## config.mk

```make
export PLATFORM = sky130hd
export DESIGN_NAME = priority_competition_table_flat
export DESIGN_NICKNAME = d
export VERILOG_FILES = /design/src/sv/pct_pkg.sv /design/src/sv/pct_cfg_if.sv /design/src/sv/pct_in_if.sv /design/src/sv/pct_out_if.sv /design/src/sv/priority_competition_table.sv /design/src/sv/pct_scan.sv /design/src/flat_wrapper.sv
export SDC_FILE = /design/constraint.sdc
export NUM_CORES = 2
export LEC_CHECK = 0
export ABC_CLOCK_PERIOD_IN_PS = 18300
export BUFFER_PORTS_ARGS = -buffer_cell sky130_fd_sc_hd__buf_2
export CAP_MARGIN = 20
export CORE_MARGIN = 2
export CORE_UTILIZATION = 66
export DETAILED_ROUTE_END_ITERATION = 12
export PLACE_DENSITY_LB_ADDON = 0.3
export SYNTH_ARGS = -nofsm -noshare
export SYNTH_HDL_FRONTEND = slang
export SYNTH_SLANG_ARGS = --single-unit
```

## constraint.sdc

```tcl
create_clock -name clk_i -period 18.3 [get_ports clk_i]
set_clock_uncertainty 0.2 [all_clocks]
set_input_delay 1.83 -clock clk_i [delete_from_list [all_inputs] [get_ports clk_i]]
set_output_delay 1.83 -clock clk_i [all_outputs]
set_load 0.02 [all_outputs]
```

## src/sv/pct_pkg.sv

```systemverilog
package pct_pkg;

  // Field widths
  localparam int CMD_W    = 2;
  localparam int MOD_W    = 32;
  localparam int PRI_W    = 16;
  localparam int TYPE_W   = 8;
  localparam int HND_W    = 32;
  localparam int SIZE_W   = 16;
  localparam int STAT_W   = 3;
  localparam int CNT_W    = 5;
  localparam int CFG_IDX_W = 2;
  localparam int CFG_DAT_W = 16;

  // Commands
  localparam logic [CMD_W-1:0] CMD_COMPETE = 2'd0;
  localparam logic [CMD_W-1:0] CMD_RESOLVE = 2'd1;
  localparam logic [CMD_W-1:0] CMD_BCAST   = 2'd2;

  // Result status codes
  localparam logic [STAT_W-1:0] STAT_OK      = 3'd0;
  localparam logic [STAT_W-1:0] STAT_PENDING = 3'd1;
  localparam logic [STAT_W-1:0] STAT_TOO_LOW = 3'd2;
  localparam logic [STAT_W-1:0] STAT_FULL    = 3'd3;
  localparam logic [STAT_W-1:0] STAT_EMPTY   = 3'd4;

  // Register indexes and reset values
  localparam logic [CFG_IDX_W-1:0] REG_BCAST_THR = 2'd0;
  localparam logic [CFG_IDX_W-1:0] REG_MIN_PRI   = 2'd1;
  localparam logic [CFG_IDX_W-1:0] REG_AUTO      = 2'd2;

  localparam logic [PRI_W-1:0] BCAST_THR_RST = 16'd128;
  localparam logic [PRI_W-1:0] MIN_PRI_RST   = 16'd26;

  // One table entry
  typedef struct packed {
    logic [MOD_W-1:0]  bidder_id;
    logic [PRI_W-1:0]  prio;
    logic [TYPE_W-1:0] ctype;
    logic [HND_W-1:0]  handle;
    logic [SIZE_W-1:0] size;
  } pct_slot_t;

  // Scan unit control
  typedef struct packed {
    logic clear;
    logic vld;
    logic pend;
  } pct_scan_ctrl_t;

  // Scan unit findings
  typedef struct packed {
    logic match;
    logic free;
    logic higher;
    logic best;
  } pct_scan_flags_t;

endpackage

```

## src/sv/pct_cfg_if.sv

```systemverilog
interface pct_cfg_if;
  logic                             valid;
  logic                             ready;
  logic [pct_pkg::CFG_IDX_W-1:0]    index;
  logic [pct_pkg::CFG_DAT_W-1:0]    data;

  modport source (output valid, output index, output data, input ready);
  modport sink   (input valid, input index, input data, output ready);
endinterface

```

## src/sv/pct_in_if.sv

```systemverilog
interface pct_in_if;
  logic                          valid;
  logic                          ready;
  logic [pct_pkg::CMD_W-1:0]     command;
  logic [pct_pkg::MOD_W-1:0]     bidder_id;
  logic [pct_pkg::PRI_W-1:0]     priority_req;
  logic [pct_pkg::TYPE_W-1:0]    payload_kind;
  logic [pct_pkg::HND_W-1:0]     content_handle;
  logic [pct_pkg::SIZE_W-1:0]    payload_len;

  modport source (output valid, output command, output bidder_id, output priority_req,
                  output payload_kind, output content_handle, output payload_len,
                  input ready);
  modport sink   (input valid, input command, input bidder_id, input priority_req,
                  input payload_kind, input content_handle, input payload_len,
                  output ready);
endinterface

```

## src/sv/pct_out_if.sv

```systemverilog
interface pct_out_if;
  logic                          valid;
  logic                          ready;
  logic [pct_pkg::STAT_W-1:0]    status;
  logic                          broadcast;
  logic [pct_pkg::MOD_W-1:0]     current_source;
  logic [pct_pkg::PRI_W-1:0]     current_priority;
  logic [pct_pkg::TYPE_W-1:0]    current_type;
  logic [pct_pkg::HND_W-1:0]     current_handle;
  logic [pct_pkg::SIZE_W-1:0]    current_size;
  logic [pct_pkg::CNT_W-1:0]     pending_count;

  modport source (output valid, output status, output broadcast, output current_source,
                  output current_priority, output current_type, output current_handle,
                  output current_size, output pending_count, input ready);
  modport sink   (input valid, input status, input broadcast, input current_source,
                  input current_priority, input current_type, input current_handle,
                  input current_size, input pending_count, output ready);
endinterface

```

## src/sv/priority_competition_table.sv

```systemverilog
// Channel   | Dir | Payload                                               | Transfer
// cfg_i     | in  | index, data (threshold, min priority, auto resolve)   | valid & ready
// in_i      | in  | command, bidder_id, priority_req, content fields      | valid & ready
// out_o     | out | status, broadcast, current content, pending_count     | valid & ready
//
// Compete: one table pass from transfer to result; a second pass when it resolves.
// Resolve: one table pass. Direct broadcast, unknown command, low bid: no table pass.
// Each pass reads the table memory one entry per cycle into one compare unit.
// Reset clears control, pending bits, current content and the count; no clearing pass.
// The output register holds a stalled result while the next item is taken.
module priority_competition_table #(
  parameter int SLOTS = 16
) (
  input  logic        clk_i,
  input  logic        rst_ni,
  pct_cfg_if.sink     cfg_i,
  pct_in_if.sink      in_i,
  pct_out_if.source   out_o
);

  localparam int IW = (SLOTS > 1) ? $clog2(SLOTS) : 1;
  localparam logic [IW-1:0] LastIdx = IW'(SLOTS - 1);

  // Sequencer states
  localparam logic [2:0] S_IDLE = 3'd0;
  localparam logic [2:0] S_SCAN = 3'd1;
  localparam logic [2:0] S_LAST = 3'd2;
  localparam logic [2:0] S_POST = 3'd3;
  localparam logic [2:0] S_DONE = 3'd4;

  // Scan purpose
  localparam logic MODE_FIND = 1'b0;
  localparam logic MODE_PICK = 1'b1;

  logic [2:0]                  state_q, state_d;
  logic                        mode_q, mode_d;
  logic [IW-1:0]               idx_q, idx_d;
  logic                        rd_vld_q;
  logic [IW-1:0]               rd_idx_q;
  logic                        rd_pend_q;
  pct_pkg::pct_slot_t          rd_q;

  logic [pct_pkg::PRI_W-1:0]   thr_q, minpri_q;
  logic                        auto_q;

  pct_pkg::pct_slot_t          key_q;
  logic                        key_ld;

  pct_pkg::pct_slot_t          mem_q [SLOTS];
  logic                        mem_we;
  logic [IW-1:0]               slot_sel;
  logic [SLOTS-1:0]            pend_q;
  logic                        pend_clr;

  logic [pct_pkg::MOD_W-1:0]   held_src_q, held_src_d;
  logic [pct_pkg::PRI_W-1:0]   held_pri_q, held_pri_d;
  logic [pct_pkg::TYPE_W-1:0]  held_type_q, held_type_d;
  logic [pct_pkg::HND_W-1:0]   held_hnd_q, held_hnd_d;
  logic [pct_pkg::SIZE_W-1:0]  held_size_q, held_size_d;
  logic [pct_pkg::CNT_W-1:0]   cnt_q, cnt_d;

  logic [pct_pkg::STAT_W-1:0]  res_stat_q, res_stat_d;
  logic                        res_bc_q, res_bc_d;

  logic                        out_vld_q, out_vld_d, out_ld;
  logic [pct_pkg::STAT_W-1:0]  o_stat_q;
  logic                        o_bc_q;
  logic [pct_pkg::MOD_W-1:0]   o_src_q;
  logic [pct_pkg::PRI_W-1:0]   o_pri_q;
  logic [pct_pkg::TYPE_W-1:0]  o_type_q;
  logic [pct_pkg::HND_W-1:0]   o_hnd_q;
  logic [pct_pkg::SIZE_W-1:0]  o_size_q;
  logic [pct_pkg::CNT_W-1:0]   o_cnt_q;

  pct_pkg::pct_scan_ctrl_t     scan_ctrl;
  pct_pkg::pct_scan_flags_t    scan_flags;
  logic [IW-1:0]               match_idx, free_idx;
  pct_pkg::pct_slot_t          best;

  logic                        in_xfer;

  assign in_xfer     = in_i.valid && in_i.ready;
  assign in_i.ready  = state_q == S_IDLE;
  assign cfg_i.ready = 1'b1;

  // Write configuration registers
  always_ff @(posedge clk_i or negedge rst_ni) begin
    if (!rst_ni) begin
      thr_q    <= pct_pkg::BCAST_THR_RST;
      minpri_q <= pct_pkg::MIN_PRI_RST;
      auto_q   <= 1'b1;
    end else if (cfg_i.valid) begin
      case (cfg_i.index)
        pct_pkg::REG_BCAST_THR: thr_q    <= cfg_i.data;
        pct_pkg::REG_MIN_PRI:   minpri_q <= cfg_i.data;
        pct_pkg::REG_AUTO:      auto_q   <= cfg_i.data[0];
        default: ;
      endcase
    end
  end

  // Latch the accepted bid
  assign key_ld = in_xfer;
  always_ff @(posedge clk_i) begin
    if (key_ld) begin
      key_q.bidder_id <= in_i.bidder_id;
      key_q.prio      <= in_i.priority_req;
      key_q.ctype     <= in_i.payload_kind;
      key_q.handle    <= in_i.content_handle;
      key_q.size      <= in_i.payload_len;
    end
  end

  // Table memory: one write port, one registered read port
  always_ff @(posedge clk_i) begin
    if (mem_we) mem_q[slot_sel] <= key_q;
    rd_q <= mem_q[idx_q];
  end

  // Align the pending bit and index with the read data
  always_ff @(posedge clk_i or negedge rst_ni) begin
    if (!rst_ni) begin
      rd_vld_q  <= 1'b0;
      rd_idx_q  <= '0;
      rd_pend_q <= 1'b0;
    end else begin
      rd_vld_q  <= state_q == S_SCAN;
      rd_idx_q  <= idx_q;
      rd_pend_q <= pend_q[idx_q];
    end
  end

  // Pending bits
  always_ff @(posedge clk_i or negedge rst_ni) begin
    if (!rst_ni) begin
      pend_q <= '0;
    end else if (pend_clr) begin
      pend_q <= '0;
    end else if (mem_we) begin
      pend_q[slot_sel] <= 1'b1;
    end
  end

  // Feed the compare unit; clear it on the first address of a pass
  always_comb begin
    scan_ctrl.clear = (state_q == S_SCAN) && (idx_q == '0) && !rd_vld_q;
    scan_ctrl.vld   = rd_vld_q;
    scan_ctrl.pend  = rd_pend_q;
  end

  pct_scan #(
    .IW (IW)
  ) u_scan (
    .clk_i       (clk_i),
    .rst_ni      (rst_ni),
    .ctrl_i      (scan_ctrl),
    .idx_i       (rd_idx_q),
    .entry_i     (rd_q),
    .key_mod_i   (key_q.bidder_id),
    .key_pri_i   (key_q.prio),
    .flags_o     (scan_flags),
    .match_idx_o (match_idx),
    .free_idx_o  (free_idx),
    .best_o      (best)
  );

  // Sequencer
  always_comb begin
    state_d     = state_q;
    mode_d      = mode_q;
    idx_d       = idx_q;
    held_src_d  = held_src_q;
    held_pri_d  = held_pri_q;
    held_type_d = held_type_q;
    held_hnd_d  = held_hnd_q;
    held_size_d = held_size_q;
    cnt_d       = cnt_q;
    res_stat_d  = res_stat_q;
    res_bc_d    = res_bc_q;
    mem_we      = 1'b0;
    pend_clr    = 1'b0;
    slot_sel    = match_idx;
    out_ld      = 1'b0;

    case (state_q)
      S_IDLE: begin
        if (in_xfer) begin
          idx_d      = '0;
          res_stat_d = pct_pkg::STAT_OK;
          res_bc_d   = 1'b0;
          state_d    = S_DONE;
          case (in_i.command)
            pct_pkg::CMD_COMPETE: begin
              if ((in_i.priority_req < thr_q) || (in_i.priority_req < minpri_q)) begin
                res_stat_d = pct_pkg::STAT_TOO_LOW;
              end else begin
                mode_d  = MODE_FIND;
                state_d = S_SCAN;
              end
            end
            pct_pkg::CMD_RESOLVE: begin
              mode_d  = MODE_PICK;
              state_d = S_SCAN;
            end
            pct_pkg::CMD_BCAST: begin
              held_type_d = in_i.payload_kind;
              held_hnd_d  = (in_i.payload_len != '0) ? in_i.content_handle : '0;
              held_size_d = in_i.payload_len;
              res_bc_d    = 1'b1;
            end
            default: ;
          endcase
        end
      end

      // Issue one read per cycle
      S_SCAN: begin
        if (idx_q == LastIdx) begin
          state_d = S_LAST;
        end else begin
          idx_d = idx_q + 1'b1;
        end
      end

      // Let the last entry go through the compare unit
      S_LAST: state_d = S_POST;

      S_POST: begin
        state_d = S_DONE;
        if (mode_q == MODE_FIND) begin
          if (scan_flags.match || scan_flags.free) begin
            slot_sel = scan_flags.match ? match_idx : free_idx;
            mem_we   = 1'b1;
            if (!scan_flags.match) cnt_d = cnt_q + 1'b1;
            if (!scan_flags.higher && auto_q) begin
              mode_d  = MODE_PICK;
              idx_d   = '0;
              state_d = S_SCAN;
            end else begin
              res_stat_d = pct_pkg::STAT_PENDING;
            end
          end else begin
            res_stat_d = pct_pkg::STAT_FULL;
          end
        end else begin
          if (scan_flags.best) begin
            held_src_d  = best.bidder_id;
            held_pri_d  = best.prio;
            held_type_d = best.ctype;
            held_hnd_d  = (best.size != '0) ? best.handle : '0;
            held_size_d = best.size;
            pend_clr    = 1'b1;
            cnt_d       = '0;
            res_stat_d  = pct_pkg::STAT_OK;
            res_bc_d    = 1'b1;
          end else begin
            res_stat_d = pct_pkg::STAT_EMPTY;
          end
        end
      end

      // Hand the result to the output register once it is free
      S_DONE: begin
        if (!out_vld_q || out_o.ready) begin
          out_ld  = 1'b1;
          state_d = S_IDLE;
        end
      end

      default: state_d = S_IDLE;
    endcase
  end

  // Control and current content
  always_ff @(posedge clk_i or negedge rst_ni) begin
    if (!rst_ni) begin
      state_q     <= S_IDLE;
      mode_q      <= MODE_FIND;
      idx_q       <= '0;
      held_src_q  <= '0;
      held_pri_q  <= '0;
      held_type_q <= '0;
      held_hnd_q  <= '0;
      held_size_q <= '0;
      cnt_q       <= '0;
      res_stat_q  <= pct_pkg::STAT_OK;
      res_bc_q    <= 1'b0;
      out_vld_q   <= 1'b0;
    end else begin
      state_q     <= state_d;
      mode_q      <= mode_d;
      idx_q       <= idx_d;
      held_src_q  <= held_src_d;
      held_pri_q  <= held_pri_d;
      held_type_q <= held_type_d;
      held_hnd_q  <= held_hnd_d;
      held_size_q <= held_size_d;
      cnt_q       <= cnt_d;
      res_stat_q  <= res_stat_d;
      res_bc_q    <= res_bc_d;
      out_vld_q   <= out_vld_d;
    end
  end

  // Output register
  assign out_vld_d = out_ld ? 1'b1 : (out_o.ready ? 1'b0 : out_vld_q);

  always_ff @(posedge clk_i) begin
    if (out_ld) begin
      o_stat_q <= res_stat_q;
      o_bc_q   <= res_bc_q;
      o_src_q  <= held_src_q;
      o_pri_q  <= held_pri_q;
      o_type_q <= held_type_q;
      o_hnd_q  <= held_hnd_q;
      o_size_q <= held_size_q;
      o_cnt_q  <= cnt_q;
    end
  end

  assign out_o.valid            = out_vld_q;
  assign out_o.status           = o_stat_q;
  assign out_o.broadcast        = o_bc_q;
  assign out_o.current_source   = o_src_q;
  assign out_o.current_priority = o_pri_q;
  assign out_o.current_type     = o_type_q;
  assign out_o.current_handle   = o_hnd_q;
  assign out_o.current_size     = o_size_q;
  assign out_o.pending_count    = o_cnt_q;

endmodule

```

## src/sv/pct_scan.sv

```systemverilog
// Shared compare unit: looks at one table entry per cycle and keeps the
// first module match, the first free slot, whether another bid outranks the
// key, and the first entry with the highest priority.
module pct_scan #(
  parameter int IW = 4
) (
  input  logic                        clk_i,
  input  logic                        rst_ni,
  input  pct_pkg::pct_scan_ctrl_t     ctrl_i,
  input  logic [IW-1:0]               idx_i,
  input  pct_pkg::pct_slot_t          entry_i,
  input  logic [pct_pkg::MOD_W-1:0]   key_mod_i,
  input  logic [pct_pkg::PRI_W-1:0]   key_pri_i,
  output pct_pkg::pct_scan_flags_t    flags_o,
  output logic [IW-1:0]               match_idx_o,
  output logic [IW-1:0]               free_idx_o,
  output pct_pkg::pct_slot_t          best_o
);

  pct_pkg::pct_scan_flags_t flags_q, flags_d;
  logic [IW-1:0]            match_idx_q, free_idx_q;
  pct_pkg::pct_slot_t       best_q;
  logic                     same_mod, take_match, take_free, take_best;

  // Compare the current entry against the key and the running best
  always_comb begin
    same_mod   = entry_i.bidder_id == key_mod_i;
    take_match = ctrl_i.vld && ctrl_i.pend && same_mod && !flags_q.match;
    take_free  = ctrl_i.vld && !ctrl_i.pend && !flags_q.free;
    take_best  = ctrl_i.vld && ctrl_i.pend &&
                 (!flags_q.best || (entry_i.prio > best_q.prio));
    flags_d = flags_q;
    if (ctrl_i.clear) begin
      flags_d = '0;
    end else begin
      if (take_match) flags_d.match = 1'b1;
      if (take_free)  flags_d.free  = 1'b1;
      if (take_best)  flags_d.best  = 1'b1;
      if (ctrl_i.vld && ctrl_i.pend && !same_mod && (entry_i.prio > key_pri_i)) begin
        flags_d.higher = 1'b1;
      end
    end
  end

  // Hold the flags
  always_ff @(posedge clk_i or negedge rst_ni) begin
    if (!rst_ni) begin
      flags_q <= '0;
    end else begin
      flags_q <= flags_d;
    end
  end

  // Capture indexes and the leading entry
  always_ff @(posedge clk_i) begin
    if (!ctrl_i.clear && take_match) match_idx_q <= idx_i;
    if (!ctrl_i.clear && take_free)  free_idx_q  <= idx_i;
    if (!ctrl_i.clear && take_best)  best_q      <= entry_i;
  end

  assign flags_o     = flags_q;
  assign match_idx_o = match_idx_q;
  assign free_idx_o  = free_idx_q;
  assign best_o      = best_q;

endmodule

```

## src/flat_wrapper.sv

```systemverilog
// flat-port wrapper written by rule: the top's interface ports become plain ports
module priority_competition_table_flat 
#(
  parameter int SLOTS = 16
)
  (clk_i, rst_ni, cfg_i_valid, cfg_i_index, cfg_i_data, cfg_i_ready, in_i_valid, in_i_command, in_i_bidder_id, in_i_priority_req, in_i_payload_kind, in_i_content_handle, in_i_payload_len, in_i_ready, out_o_valid, out_o_status, out_o_broadcast, out_o_current_source, out_o_current_priority, out_o_current_type, out_o_current_handle, out_o_current_size, out_o_pending_count, out_o_ready);
  pct_cfg_if cfg_i_i ();
  pct_in_if in_i_i ();
  pct_out_if out_o_i ();
  input  logic clk_i;
  input  logic rst_ni;
  input wire logic [$bits(cfg_i_i.valid)-1:0] cfg_i_valid;
  input wire logic [$bits(cfg_i_i.index)-1:0] cfg_i_index;
  input wire logic [$bits(cfg_i_i.data)-1:0] cfg_i_data;
  output wire logic [$bits(cfg_i_i.ready)-1:0] cfg_i_ready;
  input wire logic [$bits(in_i_i.valid)-1:0] in_i_valid;
  input wire logic [$bits(in_i_i.command)-1:0] in_i_command;
  input wire logic [$bits(in_i_i.bidder_id)-1:0] in_i_bidder_id;
  input wire logic [$bits(in_i_i.priority_req)-1:0] in_i_priority_req;
  input wire logic [$bits(in_i_i.payload_kind)-1:0] in_i_payload_kind;
  input wire logic [$bits(in_i_i.content_handle)-1:0] in_i_content_handle;
  input wire logic [$bits(in_i_i.payload_len)-1:0] in_i_payload_len;
  output wire logic [$bits(in_i_i.ready)-1:0] in_i_ready;
  output wire logic [$bits(out_o_i.valid)-1:0] out_o_valid;
  output wire logic [$bits(out_o_i.status)-1:0] out_o_status;
  output wire logic [$bits(out_o_i.broadcast)-1:0] out_o_broadcast;
  output wire logic [$bits(out_o_i.current_source)-1:0] out_o_current_source;
  output wire logic [$bits(out_o_i.current_priority)-1:0] out_o_current_priority;
  output wire logic [$bits(out_o_i.current_type)-1:0] out_o_current_type;
  output wire logic [$bits(out_o_i.current_handle)-1:0] out_o_current_handle;
  output wire logic [$bits(out_o_i.current_size)-1:0] out_o_current_size;
  output wire logic [$bits(out_o_i.pending_count)-1:0] out_o_pending_count;
  input wire logic [$bits(out_o_i.ready)-1:0] out_o_ready;
  assign cfg_i_i.valid = cfg_i_valid;
  assign cfg_i_i.index = cfg_i_index;
  assign cfg_i_i.data = cfg_i_data;
  assign cfg_i_ready = cfg_i_i.ready;
  assign in_i_i.valid = in_i_valid;
  assign in_i_i.command = in_i_command;
  assign in_i_i.bidder_id = in_i_bidder_id;
  assign in_i_i.priority_req = in_i_priority_req;
  assign in_i_i.payload_kind = in_i_payload_kind;
  assign in_i_i.content_handle = in_i_content_handle;
  assign in_i_i.payload_len = in_i_payload_len;
  assign in_i_ready = in_i_i.ready;
  assign out_o_valid = out_o_i.valid;
  assign out_o_status = out_o_i.status;
  assign out_o_broadcast = out_o_i.broadcast;
  assign out_o_current_source = out_o_i.current_source;
  assign out_o_current_priority = out_o_i.current_priority;
  assign out_o_current_type = out_o_i.current_type;
  assign out_o_current_handle = out_o_i.current_handle;
  assign out_o_current_size = out_o_i.current_size;
  assign out_o_pending_count = out_o_i.pending_count;
  assign out_o_i.ready = out_o_ready;
  priority_competition_table #(.SLOTS(SLOTS)) u_core (.clk_i(clk_i), .rst_ni(rst_ni), .cfg_i(cfg_i_i), .in_i(in_i_i), .out_o(out_o_i));
endmodule
```

# Word level (Yosys, flattened, before mapping)
# Memories as Yosys holds them, arrays and structs flattened. A register that Yosys moved wholly into a read port is not among the register bits.
# Cells that the tools add are included.
# op_classes
n_addsub,2
n_lt_le_gt_ge,7
eq_ne,25
n_mux,83
n_bitwise,1
n_reduce_logical,55
# ops
operator,count
$mux 32,6
$mux 16,6
$pmux 32 s2,1
$mux 4,10
$mux 3,13
$eq 32x32->1,1
$gt 16x16->1,2
$lt 16x16->1,2
$mux 8,4
$pmux 16 s2,1
$reduce_bool 16->1,2
$mux 1,27
$mux 5,4
$logic_and 1x1->1,16
$or 16x16->16,1
$pmux 8 s2,1
$reduce_bool 2->1,8
$pmux 3 s5,1
$ne 2x2->1 const B,7
$pmux 3 s2,2
$pmux 4 s3,1
$reduce_and 4->1,3
$lt 4x5->1 const B,2
$ne 2x1->1 const B,5
25 further kinds,47
# totals
ff_bits,510
mem_bits_rw,1664
out_inout_bits,116
n_memories,1
# memory_table
memory,depth,word_bits,read_ports,rd_ports_with_merged_regs,wr,line,rtl
u_core.mem_q,16,104,1,1,1,priority_competition_table.sv:49,pct_pkg::pct_slot_t mem_q [SLOTS];

# Longest topological paths before layout
# logic_depth
word_depth,11
depth_mapped,9

# Modules after synthesis
# A second synthesis with hierarchy kept.
# unflattened
hier_cells,3689
hier_area_um2,83955.5
# by_module_without_submodules
module,n_inst,cells_each,area_each_um2,seq_area_each_um2
priority_competition_table,1,3406,79248.5,63001.7
pct_scan,1,283,4707.0,3463.3

# Worst setup path before layout
# Ideal clock, no wire load.
# synth_timing
kind,register -> register
start,register u_core.u_scan.best_q (netlist bit u_core.u_scan.best_o[57])
end,"register u_core.u_scan.best_q (netlist bit u_core.u_scan.best_o[0]), enable pin"
setup_time_ns,0.629
t_arrival_ns,6.742
t_required_ns,17.471
path_slack_ns,10.730
stages_incl_launch_ff,9
n_path_buf,0
cell_sequence,edfxtp_1 -> inv_1 -> ha_1 -> nor2b_1 -> o21a_1 -> o21ai_0 -> a21oi_1 -> o21ai_0 -> a31oi_1
# synth_between
elab_chain_cells,4
# synth_rtl
element,line,rtl
"start, declared",pct_scan.sv:22,pct_pkg::pct_slot_t best_q;
"start signal, assigned",pct_scan.sv:58,if (!ctrl_i.clear && take_best) best_q <= entry_i;
$gt 16x16->1,pct_scan.sv:31,(!flags_q.best || (entry_i.prio > best_q.prio));
$logic_or 1x1->1,pct_scan.sv:31,
$logic_and 1x1->1,pct_scan.sv:30,take_best = ctrl_i.vld && ctrl_i.pend &&
$logic_and 1x1->1,pct_scan.sv:58,
# Every way passes these cells.
# A chain may end at the register's enable or synchronous reset.

==> flow_metrics.tcl <==
set metrics [dict create \
    status "finished, final reports clean" \
    syn2layout_area_growth_pct 12.4 \
    cts_setup_buffers 0 \
    topRoutingLayerUsed "met5" \
    synth_nets 3941 \
    synth_top_area_share_pct 71.4 \
    start_util_pct 66.6 \
    antenna-diode-count 0 \
    ios 245 \
    first_iter_violations 6434 \
    antenna_found_initial 2 \
    p_comb_share_pct 13.7 \
    utilization_pct 74.9 \
    synthXorXnorAreaFrac_pct 0.366 \
    synthAdderAreaFrac_pct 0.971 \
    grt_pass1_vias 42800 \
    final_cell_area_sq_mm 0.0942 \
    synth.distinct_cells 59 \
    crit_top_cell "buf_4" \
    detail-route-antenna-nets 0 \
    cts_buffer_depth 3 \
    worstMarginPinSlew_ns 1.12 \
    clockRootBuffer "clkbuf_16" \
    drt-total-wl_mm 207 \
    die_area_sq_mm 0.130 \
    detailroute.via_count 41700 \
    power.density_mw_per_mm2 136 \
    dr_wl_met3_mm 23.1 \
    ys_seq_area_share_pct 79.3 \
    synthFlopType "edfxtp_1" \
    hold_buffers 0 \
    hold_class "reg2reg" \
    dp_hpwl_mm 90.1 \
    fin_crit_sh_pct 26.6 \
    clk_latency_ns 0.83 \
    grt_usage_pct 32.5 \
    yosys.area.top_type "edfxtp_1" \
    timing.fmax_ghz 0.206 \
    switching_power_mw 3.27 \
    grt_pass1_wl_mm 300 \
    via_per_inst 7.04 \
    crit_chain "buf_4 -> buf_4 -> buf_4 -> mux4_2 -> mux4_2" \
    yosys.area_share.simple_pct 1.79 \
    ys_warn_count 0 \
    relSlewSlack_pct 25.2 \
    max_stage_delay_ns 0.89 \
    critPathRequiredTime_ns 18.80 \
    clkPwrFrac_pct 34.7 \
    syn-cell-area_sq_mm 0.0838 \
    overflow 0 \
    cts_tree "done" \
    finalSetupTns_ns 0 \
    numCtsBuffers 207 \
    synth_cells 3747 \
    seq_power_share_pct 51.6 \
    rows 130 \
    setup_viol_count_final 0 \
    synth-seq-cells 2278 \
    multi_input_area_sq_mm 0.0165 \
    hold_viol_final 0 \
    synth_compound_area_share_pct 1.65 \
    synth.avg_cell_area_sq_um 22.4 \
    cts_sinks 2278 \
    arrival_ns 5.36 \
    finalCriticalPeriod_ns 4.86 \
    leakage_nw 31.1 \
    ys_async_sr_fraction_pct 7.95 \
    synth-edff-count 1993 \
    fp.dieW_um 360 \
    wl_met1_mm 72.0 \
    core-area_sq_mm 0.126 \
    cts_resized 0 \
    num-fill-cells 6092 \
    routedWlPerCell_um 35.0 \
    wl_met2_mm 104 \
    start_kind "register" \
    internal-power_mw 9.58 \
    drc_errors 0 \
    endpoint_kind "register" \
    grt_max_degree 162 \
    die_h_um 360 \
    clkSlewWorstSetupHoldPaths_ns 0.06 \
    synth_area_leaders "edfxtp_1 (71%), mux4_2 (14%), dfrtp_1 (5.3%)" \
    portBuffers 243 \
    fin_nets 4283 \
    synth_top_family_by_area "multiplexers" \
    register_area_sq_mm 0.0665 \
    gp_congestion 0.803 \
    final_layout_size_suffix_gt1_share_pct 28.3 \
    place_area_sq_mm 0.0871 \
    slew_viol_final 0 \
    rsz0062_at_grt "no" \
    crit_fanout 49 \
    peakVddDrop_uv 115 \
    cap_violations 0 \
    critPathKind "reg2reg" \
    cp_slowest_cell "buf_4" \
    cts_max_level 4 \
    netSwitchingFraction_pct 25.4 \
    synth_mux_area_share_pct 14.7 \
    dr.pass1.iters 6 \
]
[metal layers]
layer  global-route usage, %  vias up
li1                        -    16100
met1                    44.2    21700
met2                    53.0     3355
met3                    6.66      525
met4                    12.8        2
met5                       0        -
[final timing paths]
path	start	end	slack, ns	cells past startpoint
max	u_core.idx_q[0]	u_core.rd_q[39]	13.44	5
min	u_core.rd_q[5]	u_core.u_scan.best_o[5]	0.20	0
max reg2reg	u_core.idx_q[0]	u_core.rd_q[39]	13.44	5
min reg2reg	u_core.rd_q[5]	u_core.u_scan.best_o[5]	0.20	0
max in group asynchronous	rst_ni	u_core.held_hnd_q[12]	14.69	3
min in group asynchronous	rst_ni	u_core.minpri_q[14]	0.89	1
[placed cells by master, fill, tap and decap left out, types with 13 or more instances in the layout]
master | Yosys | final
buf_12 | 0 | 18
a22oi_1 | 32 | 32
clkbuf_8 | 0 | 18
nor2_1 | 41 | 23
buf_2 | 50 | 242
nand4_1 | 20 | 20
a21oi_1 | 25 | 25
edfxtp_1 | 1993 | 1993
bufinv_16 | 0 | 23
o21ai_0 | 102 | 102
clkbuf_1 | 82 | 43
o21a_1 | 22 | 22
mux2i_1 | 24 | 24
clkbuf_16 | 0 | 211
nand2_1 | 213 | 213
mux2_2 | 18 | 18
inv_1 | 75 | 74
a21o_1 | 13 | 13
mux4_2 | 525 | 525
dfrtp_1 | 176 | 172
clkinv_1 | 0 | 21
xnor2_1 | 32 | 32
buf_4 | 13 | 33
clkinv_2 | 0 | 55
ha_1 | 65 | 65
dfxtp_1 | 104 | 104
nor2_4 | 0 | 16
[flip-flops by register name (all words and copies together), names as in the netlist, 32 cells and up]
signal                       count
u_core.u_scan.best_o           104
u_core.rd_q                    104
u_core.out_o.current_source     32
u_core.mem_q                  1664
u_core.out_o.current_handle     32
u_core.key_q                   104
u_core.held_src_q               32
u_core.held_hnd_q               32
[cell usage after synthesis, types with 3 or more instances]
cell / count
mux2i_1: 24
nand2_1: 213
nor4_1: 10
edfxtp_1: 1993
o21ai_0: 102
and3_1: 7
ha_1: 65
xnor2_1: 32
inv_1: 75
nor3b_1: 5
xor2_1: 3
o211ai_1: 3
nor4b_1: 3
nand3_1: 8
mux4_2: 525
a21oi_1: 25
mux2_2: 18
dfstp_2: 5
nand2b_1: 6
buf_2: 50
clkbuf_1: 82
nor2b_1: 5
a31oi_1: 7
a22oi_1: 32
nand4_1: 20
dfxtp_1: 104
o21a_1: 22
and4_1: 3
nand3b_1: 3
o22ai_1: 4
buf_1: 13
dfrtp_1: 176
a21o_1: 13
buf_4: 13
nor2_1: 41
nor3_1: 6
clkbuf_2: 3
[worst max-delay path: cells and delay by family (launching register included)]
kind,cells,cell delay [ns]
buffers and inverters,3,2.48
DFF,1,0.76
muxes,2,1.15
[power groups by stage]
stage	registers (mW)	clock network [mW]	logic, mW
after global routing	6.66	4.66	1.87
after detailed placement	6.69	0	1.69
final	6.63	4.46	1.76
after global placement	6.67	0	1.64
after CTS	6.61	4.49	1.77
after floorplan	6.58	0	1.26
[cell families after synthesis]
family          count (synthesis)
xor+xnor                       35
compound gates                224
mux                           568
fa+ha+maj                      65
buf+inv                       238
other cells                     1
flops                        2278
simple gates                  338
[area by class of cell]
type | instances | share of cell area [%]
clock buffers | 271 | 6.03
clock inverters | 122 | 1.39
inverters | 75 | 0.304
multi-input cells | 1231 | 17.5
flip-flops and latches | 2278 | 70.6
well taps | 1650 | 2.19
repair buffers | 296 | 2.00
[per-stage QoR]
stage / std cells / power, mW / worst slack (ns) / hold slack, ns
after floorplan: 3747 / 7.85 / 10.73 / 0.173
after global placement: 5527 / 8.32 / 13.20 / 0.188
after detailed placement: 5527 / 8.39 / 13.13 / 0.189
after CTS: 5920 / 12.9 / 13.01 / 0.204
after global routing: 5923 / 13.2 / 13.00 / 0.210
final: 5923 / 12.8 / 13.44 / 0.204
Power figures use the tool's default switching activity.
